`src/sv/lru_pkg.sv`:
```
// ----------------------------------------------------------------------------
// lru_pkg
// Types and fixed field widths for the lru page replacement block.
// ----------------------------------------------------------------------------
package lru_pkg;

  localparam int CFG_W         = 5;
  localparam int PAGE_FIELD_W  = 16;
  localparam int FRAME_INDEX_W = 4;
  localparam int FAULT_W       = 32;

  localparam logic [CFG_W-1:0] FRAMES_RESET = 5'd16;

  typedef enum logic [1:0] {
    ST_IDLE,
    ST_SCAN,
    ST_UPDATE,
    ST_OUT
  } lru_state_e;

  typedef struct packed {
    logic                     hit;
    logic [FRAME_INDEX_W-1:0] frame_index;
    logic                     evicted_valid;
    logic [PAGE_FIELD_W-1:0]  evicted_page;
    logic [FAULT_W-1:0]       fault_count;
    logic                     string_done;
  } result_t;

endpackage

```
`src/sv/lru_page_replacement.sv`:
```
// ----------------------------------------------------------------------------
// lru page replacement
// Page frame table with exact recency ranks and least recently used eviction.
// ----------------------------------------------------------------------------
// One page reference is taken per item and one result item comes back. The
// block handles one item at a time: a scan walks the active frames one a
// cycle through the page table's single registered read port, while one
// compare step checks for a hit, the first empty frame and the oldest frame;
// a rank update step and an output load step follow. The next item is taken
// while a finished result still waits on out_stall_i. A frame count of zero
// acts as one, and counts above MAX_FRAMES act as MAX_FRAMES; a write to the
// count takes effect from the next item. An item marked last_reference clears
// the table and the fault count after its result.
module lru_page_replacement #(
  parameter int MAX_FRAMES = 16,
  parameter int PAGE_BITS  = 16
) (
  input  logic                                 clk_i,
  input  logic                                 rst_ni,
  input  logic                                 cfg_we_i,
  input  logic [lru_pkg::CFG_W-1:0]            cfg_data_i,
  input  logic                                 in_valid_i,
  output logic                                 in_stall_o,
  input  logic [lru_pkg::PAGE_FIELD_W-1:0]     page_number_i,
  input  logic                                 last_reference_i,
  output logic                                 out_valid_o,
  input  logic                                 out_stall_i,
  output logic                                 hit_o,
  output logic [lru_pkg::FRAME_INDEX_W-1:0]    frame_index_o,
  output logic                                 evicted_valid_o,
  output logic [lru_pkg::PAGE_FIELD_W-1:0]     evicted_page_o,
  output logic [lru_pkg::FAULT_W-1:0]          fault_count_o,
  output logic                                 string_done_o
);

  localparam int IDX_W = (MAX_FRAMES > 1) ? $clog2(MAX_FRAMES) : 1;
  localparam int CNT_W = $clog2(MAX_FRAMES + 1);
  localparam int CMP_W = (CNT_W > lru_pkg::CFG_W) ? CNT_W : lru_pkg::CFG_W;

  lru_pkg::lru_state_e state_q, state_d;

  logic [lru_pkg::CFG_W-1:0] cfg_q;
  logic [PAGE_BITS-1:0]      page_q;
  logic                      last_q;
  logic [CNT_W-1:0]          active_q;
  logic [CNT_W-1:0]          idx_q;
  logic                      pvld_q;
  logic [IDX_W-1:0]          pidx_q;

  logic                      hit_found_q;
  logic [IDX_W-1:0]          hit_slot_q;
  logic [IDX_W-1:0]          hit_rank_q;
  logic                      empty_found_q;
  logic [IDX_W-1:0]          empty_slot_q;
  logic [IDX_W-1:0]          lru_slot_q;
  logic [IDX_W-1:0]          lru_rank_q;
  logic [PAGE_BITS-1:0]      lru_page_q;

  logic [MAX_FRAMES-1:0]     valid_q;
  logic [IDX_W-1:0]          rank_q [MAX_FRAMES];
  logic [IDX_W-1:0]          rank_d [MAX_FRAMES];
  logic [lru_pkg::FAULT_W-1:0] faults_q;
  logic [lru_pkg::FAULT_W-1:0] faults_next;

  logic [PAGE_BITS-1:0]      mem [MAX_FRAMES];
  logic [PAGE_BITS-1:0]      rd_data_q;

  lru_pkg::result_t          res_q;
  lru_pkg::result_t          out_q;
  logic                      out_valid_q;

  logic                      in_accept;
  logic                      out_free;
  logic                      scan_issue;
  logic                      cur_valid;
  logic                      cur_match;
  logic [IDX_W-1:0]          cur_rank;
  logic [CMP_W-1:0]          cfg_ext;
  logic [CMP_W-1:0]          act_ext;
  logic [CNT_W-1:0]          active_in;
  logic [IDX_W-1:0]          slot;
  logic                      slot_was_valid;
  logic [IDX_W-1:0]          slot_rank;
  logic                      evict;

  // ---------------------------------------------------------------- control
  assign in_accept  = in_valid_i && !in_stall_o;
  assign out_free   = !out_valid_q || !out_stall_i;
  assign scan_issue = (state_q == lru_pkg::ST_SCAN) && (idx_q < active_q);

  always_comb begin
    state_d    = state_q;
    in_stall_o = 1'b1;
    unique case (state_q)
      lru_pkg::ST_IDLE: begin
        in_stall_o = 1'b0;
        if (in_valid_i) state_d = lru_pkg::ST_SCAN;
      end
      lru_pkg::ST_SCAN: begin
        // last frame is compared in the cycle after its read is issued
        if (!scan_issue) state_d = lru_pkg::ST_UPDATE;
      end
      lru_pkg::ST_UPDATE: begin
        state_d = lru_pkg::ST_OUT;
      end
      lru_pkg::ST_OUT: begin
        if (out_free) state_d = lru_pkg::ST_IDLE;
      end
      default: state_d = lru_pkg::ST_IDLE;
    endcase
  end

  always_ff @(posedge clk_i or negedge rst_ni) begin
    if (!rst_ni) begin
      state_q <= lru_pkg::ST_IDLE;
    end else begin
      state_q <= state_d;
    end
  end

  // clamp the frame count into 1..MAX_FRAMES
  always_comb begin
    cfg_ext = CMP_W'(cfg_q);
    if (cfg_ext == '0) begin
      act_ext = CMP_W'(1);
    end else if (cfg_ext > CMP_W'(MAX_FRAMES)) begin
      act_ext = CMP_W'(MAX_FRAMES);
    end else begin
      act_ext = cfg_ext;
    end
    active_in = CNT_W'(act_ext);
  end

  // ------------------------------------------------------------ compare step
  assign cur_valid = valid_q[pidx_q];
  assign cur_rank  = rank_q[pidx_q];
  assign cur_match = cur_valid && (rd_data_q == page_q);

  // ------------------------------------------------------------ update step
  always_comb begin
    evict          = !hit_found_q && !empty_found_q;
    slot_was_valid = hit_found_q || evict;
    slot_rank      = hit_found_q ? hit_rank_q : lru_rank_q;
    priority if (hit_found_q) begin
      slot = hit_slot_q;
    end else if (empty_found_q) begin
      slot = empty_slot_q;
    end else begin
      slot = lru_slot_q;
    end
    if (!hit_found_q && (faults_q != '1)) begin
      faults_next = faults_q + lru_pkg::FAULT_W'(1);
    end else begin
      faults_next = faults_q;
    end
  end

  // frames younger than the touched one age by one; an empty frame is oldest
  always_comb begin
    for (int i = 0; i < MAX_FRAMES; i++) begin
      rank_d[i] = rank_q[i];
      if (IDX_W'(i) == slot) begin
        rank_d[i] = '0;
      end else if (valid_q[i] && (!slot_was_valid || (rank_q[i] < slot_rank))) begin
        rank_d[i] = rank_q[i] + IDX_W'(1);
      end
    end
  end

  // -------------------------------------------------------- state registers
  always_ff @(posedge clk_i or negedge rst_ni) begin
    if (!rst_ni) begin
      cfg_q       <= lru_pkg::FRAMES_RESET;
      valid_q     <= '0;
      faults_q    <= '0;
      pvld_q      <= 1'b0;
      out_valid_q <= 1'b0;
      for (int i = 0; i < MAX_FRAMES; i++) begin
        rank_q[i] <= '0;
      end
    end else begin
      if (cfg_we_i) cfg_q <= cfg_data_i;
      pvld_q <= scan_issue;
      if (state_q == lru_pkg::ST_UPDATE) begin
        if (last_q) begin
          valid_q  <= '0;
          faults_q <= '0;
          for (int i = 0; i < MAX_FRAMES; i++) begin
            rank_q[i] <= '0;
          end
        end else begin
          valid_q[slot] <= 1'b1;
          faults_q      <= faults_next;
          for (int i = 0; i < MAX_FRAMES; i++) begin
            rank_q[i] <= rank_d[i];
          end
        end
      end
      if ((state_q == lru_pkg::ST_OUT) && out_free) begin
        out_valid_q <= 1'b1;
      end else if (!out_stall_i) begin
        out_valid_q <= 1'b0;
      end
    end
  end

  // ------------------------------------------------------- payload registers
  always_ff @(posedge clk_i) begin
    if (in_accept) begin
      page_q        <= PAGE_BITS'(page_number_i);
      last_q        <= last_reference_i;
      active_q      <= active_in;
      idx_q         <= '0;
      hit_found_q   <= 1'b0;
      empty_found_q <= 1'b0;
    end
    if (scan_issue) begin
      idx_q  <= idx_q + CNT_W'(1);
      pidx_q <= idx_q[IDX_W-1:0];
    end
    if ((state_q == lru_pkg::ST_SCAN) && pvld_q) begin
      if (cur_match && !hit_found_q) begin
        hit_found_q <= 1'b1;
        hit_slot_q  <= pidx_q;
        hit_rank_q  <= cur_rank;
      end
      if (!cur_valid && !empty_found_q) begin
        empty_found_q <= 1'b1;
        empty_slot_q  <= pidx_q;
      end
      // strict compare keeps the lowest index; frame 0 seeds the search
      if ((pidx_q == '0) || (cur_rank > lru_rank_q)) begin
        lru_slot_q <= pidx_q;
        lru_rank_q <= cur_rank;
        lru_page_q <= rd_data_q;
      end
    end
    if (state_q == lru_pkg::ST_UPDATE) begin
      res_q.hit           <= hit_found_q;
      res_q.frame_index   <= lru_pkg::FRAME_INDEX_W'(slot);
      res_q.evicted_valid <= evict;
      res_q.evicted_page  <= evict ? lru_pkg::PAGE_FIELD_W'(lru_page_q) : '0;
      res_q.fault_count   <= faults_next;
      res_q.string_done   <= last_q;
    end
    if ((state_q == lru_pkg::ST_OUT) && out_free) begin
      out_q <= res_q;
    end
  end

  // page table, one write and one registered read
  always_ff @(posedge clk_i) begin
    if ((state_q == lru_pkg::ST_UPDATE) && !hit_found_q) begin
      mem[slot] <= page_q;
    end
    rd_data_q <= mem[idx_q[IDX_W-1:0]];
  end

  assign out_valid_o     = out_valid_q;
  assign hit_o           = out_q.hit;
  assign frame_index_o   = out_q.frame_index;
  assign evicted_valid_o = out_q.evicted_valid;
  assign evicted_page_o  = out_q.evicted_page;
  assign fault_count_o   = out_q.fault_count;
  assign string_done_o   = out_q.string_done;

endmodule

```
`config.mk`:
```
export PLATFORM = sky130hd
export DESIGN_NAME = lru_page_replacement
export DESIGN_NICKNAME = d
export VERILOG_FILES = /design/src/sv/lru_pkg.sv /design/src/sv/lru_page_replacement.sv
export SDC_FILE = /design/constraint.sdc
export NUM_CORES = 1
export LEC_CHECK = 0
export BUFFER_PORTS_ARGS = -buffer_cell sky130_fd_sc_hd__buf_2
export CAP_MARGIN = 15
export CORE_ASPECT_RATIO = 1.2
export CORE_MARGIN = 1
export CORE_UTILIZATION = 55
export DETAILED_ROUTE_END_ITERATION = 16
export HOLD_SLACK_MARGIN = 0.05
export PLACE_DENSITY = 0.72
export SYNTH_ARGS = -nofsm -noshare
export SYNTH_HDL_FRONTEND = slang
export SYNTH_SLANG_ARGS = --single-unit
```
`constraint.sdc`:
```
create_clock -name clk_i -period 5.78 [get_ports clk_i]
set_clock_uncertainty 0.05 [all_clocks]
set_input_delay 1.156 -clock clk_i [delete_from_list [all_inputs] [get_ports clk_i]]
set_output_delay 1.156 -clock clk_i [all_outputs]
set_load 0.05 [all_outputs]
```
==> impl_metrics.ini <==
[critical_path]
slowest_stage = edfxtp_1
reg2reg_slack_ns = 1.87
crit_chain = mux4_2 -> mux4_2 -> ha_1 -> nor2b_1 -> o21ai_0 -> nand2b_1 -> a21oi_1 -> a41o_1 -> a21oi_2 -> buf_4
path_common_cell = mux4_2
end_kind = flip-flop
r2r.worst_path.cells = 10
arrival_ns = 4.10
cp_max_fo = 24
required_ns = 5.97
r2r-start = pidx_q[1]
start_kind = flip-flop
max_stage_delay_ns = 1.03
critPathKind = reg -> reg
rr_endpoint = lru_rank_q[1]

[logic_synthesis]
yosys_warnings = 0
ys_ff_latch = 572
yosysSeqAreaShare = 0.661
async_reset_ff_frac = 0.212
synth_ff_type = edfxtp_1
synth_cell_types = 62
synth_edf_count = 433
netlist_instances = 1614
syn_area_um2 = 24800
synth_fp_nets = 1722
synth_area_per_cell_um2 = 15.4

[die]
die_x_um = 196
die_h_um = 235
start_util = 0.562
row_count = 84
die-area_um2 = 45900
pin_count = 84
core_um2 = 44100

[layout]
post_route_cells_drive_above_1_share = 0.200
register_area_um2 = 16400
fillers = 3149
nNetsFinal = 1828
mostFrequentLayoutCells = edfxtp_1, dfrtp_1, nand2_1
area_growth_pct = 12.8
mostFrequentLayoutCell = edfxtp_1
antenna_cells = 0
multi_input_area_um2 = 7960

[global_routing]
grt_pass1_vias = 14437
grtUsageTotal = 0.241
grt_max_degree = 69
grt_pass1_wl_um = 83100
antenna_found_initial = 0
grt_overflow = 0

[placement]
hpwl_um = 33600
place_congestion = 0.923
place_ws_ns = 1.64
port-buffer-count = 83

[cts]
root_buffer = clkbuf_16
numCtsBuffers = 55
cts_buffer_depth = 3
cts_resized = 0
cts_num_sinks = 572
cts_tree = done
htreeDepth = 2
postCtsSetupRepairBufs = 0
clk_latency_ns = 0.64
postCtsHoldBufs = 0
clk_pin_slew_ns = 0.06

[sta]
slew_violations = 0
worstMarginPinSlew_ns = 1.11
finalCritPeriodShare = 0.676
fmax_mhz = 256
setup_viol = 0
rsz0062_at_grt = false
min_period_ns = 3.91
hold_violations = 0
relSlewSlack = 0.240
worst_slack_ns = 1.87
fin_setup_tns_ns = 0

[drt]
dr.pass1.iters = 5
routed_wl_um = 54200
drt_iter0_drc = 1103
via_count = 14648
vias_per_cell = 6.30
drc = 0
ant_nets = 0
wl_per_cell_um = 23.3

[pwr]
fin_total_pwr_mw = 13.0
p_leak_nw = 10.3
ir_drop_mv = 0.334
p_per_area_nw_per_um2 = 465

[min_path]
min_from = res_q[52]
hp-class = reg -> reg
holdPathStages = 0
min_to = frame_index_o[2]

[run_status]
status = finished clean

[flow_run]
drv_cap = 0
==> area by class of cell <==
class	count	area share
clock buffers	71	0.0535
clock inverters	33	0.0184
inverters	41	0.00550
multi-input cells	923	0.285
flip-flops and latches	572	0.586
well taps	559	0.0250
repair buffers	127	0.0270
==> power breakdown <==
part / switching (mW) / internal [mW] / leakage [nW]
clock network: 1.58 / 2.34 / 0.971
registers: 0.546 / 5.31 / 5.74
logic: 2.02 / 1.21 / 3.59
==> logic make-up after synthesis <==
kind of cell,after synthesis,synth area share
flops,572,0.661
buf+inv,119,0.0191
simple gates,393,0.0774
compound gates,250,0.0706
fa+ha+maj,81,0.0409
mux,149,0.113
xor+xnor,50,0.0177
==> synthesized netlist by cell type, types with 5 or more instances <==
library cell  count  share of area
and2_1           21         0.0053
a41oi_1           5         0.0018
o31ai_1          27         0.0082
buf_2            20         0.0040
mux2i_1          32          0.013
a32o_1            6         0.0024
mux2_2           13         0.0059
a31oi_1          20         0.0050
edfxtp_1        433           0.52
o41ai_1           5         0.0018
nor3b_1           5         0.0015
a31o_2            5         0.0018
xnor2_1          30          0.011
nand3_1          35         0.0071
xor2_1           20         0.0071
a21oi_1          37         0.0075
nor4_1           29         0.0073
dfxtp_1          18          0.015
nand2_1         114          0.017
nand4_1          34         0.0086
o21ai_0          56          0.011
a22o_1           12         0.0042
mux4_2          104          0.094
ha_1             81          0.041
nor3_1           12         0.0024
nand2b_1          6         0.0015
clkbuf_1         44         0.0067
buf_1            13         0.0020
a21o_1           12         0.0036
o311a_1          15         0.0061
inv_1            38         0.0058
o21a_1           19         0.0058
dfrtp_1         120           0.12
o2bb2ai_1        16         0.0057
nor2_1          111          0.017
==> worst max-delay path, delay by kind of cell (launching register included) <==
family | cells | cell delay (ns)
AND/OR/NAND/NOR | 2 | 0.20
adder cells (fa/ha/maj) | 1 | 0.32
AO/OA/AOI/OAI | 4 | 0.49
flip-flops | 1 | 1.03
multiplexers | 2 | 1.12
buffers and inverters | 1 | 0.35
==> through the flow <==
stage / cells / utilization / instance area, um^2 / hold slack [ns]
final: 2326 / 0.634 / 28000 / 0.337
after global routing: 2326 / 0.634 / 28000 / 0.335
after CTS: 2323 / 0.633 / 27900 / 0.320
after detailed placement: 2219 / 0.587 / 25900 / 0.355
after global placement: 2219 / 0.587 / 25900 / 0.353
after floorplan: 1614 / - / 24800 / 0.350
==> worst max-delay path by stage <==
stage	from	slack, ns	end	cells past startpoint
floorplan	pidx_q[0]	1.28	lru_page_q[0]	11
global placement	pidx_q[0]	1.76	lru_page_q[12]	10
detailed placement	pidx_q[0]	1.64	lru_page_q[13]	10
CTS	pidx_q[0]	1.62	lru_rank_q[1]	10
global route	pidx_q[1]	1.73	lru_rank_q[1]	10
finish	pidx_q[1]	1.87	lru_rank_q[1]	10
==> flip-flops by register name (all words and copies together), names as in the netlist, 2 cells and up <==
name	flops
active_q	5
cfg_ext	5
empty_slot_q	4
evicted_page_o	16
fault_count_o	32
faults_q	32
frame_index_o	4
hit_rank_q	4
hit_slot_q	4
idx_q	5
lru_page_q	16
lru_rank_q	4
lru_slot_q	4
mem	256
page_q	16
pidx_q	4
rank_q	64
rd_data_q	16
res_q	55
state_q	2
valid_q	16
==> per-layer routing <==
layer | vias to the layer above | share of wire | track usage
met5 | - | 0 | 0
li1 | 6535 | - | -
met1 | 7405 | 0.39 | 0.301
met3 | 146 | 0.055 | 0.0334
met4 | 0 | 0.038 | 0.112
met2 | 562 | 0.52 | 0.420
Power figures use the tool's default switching activity.
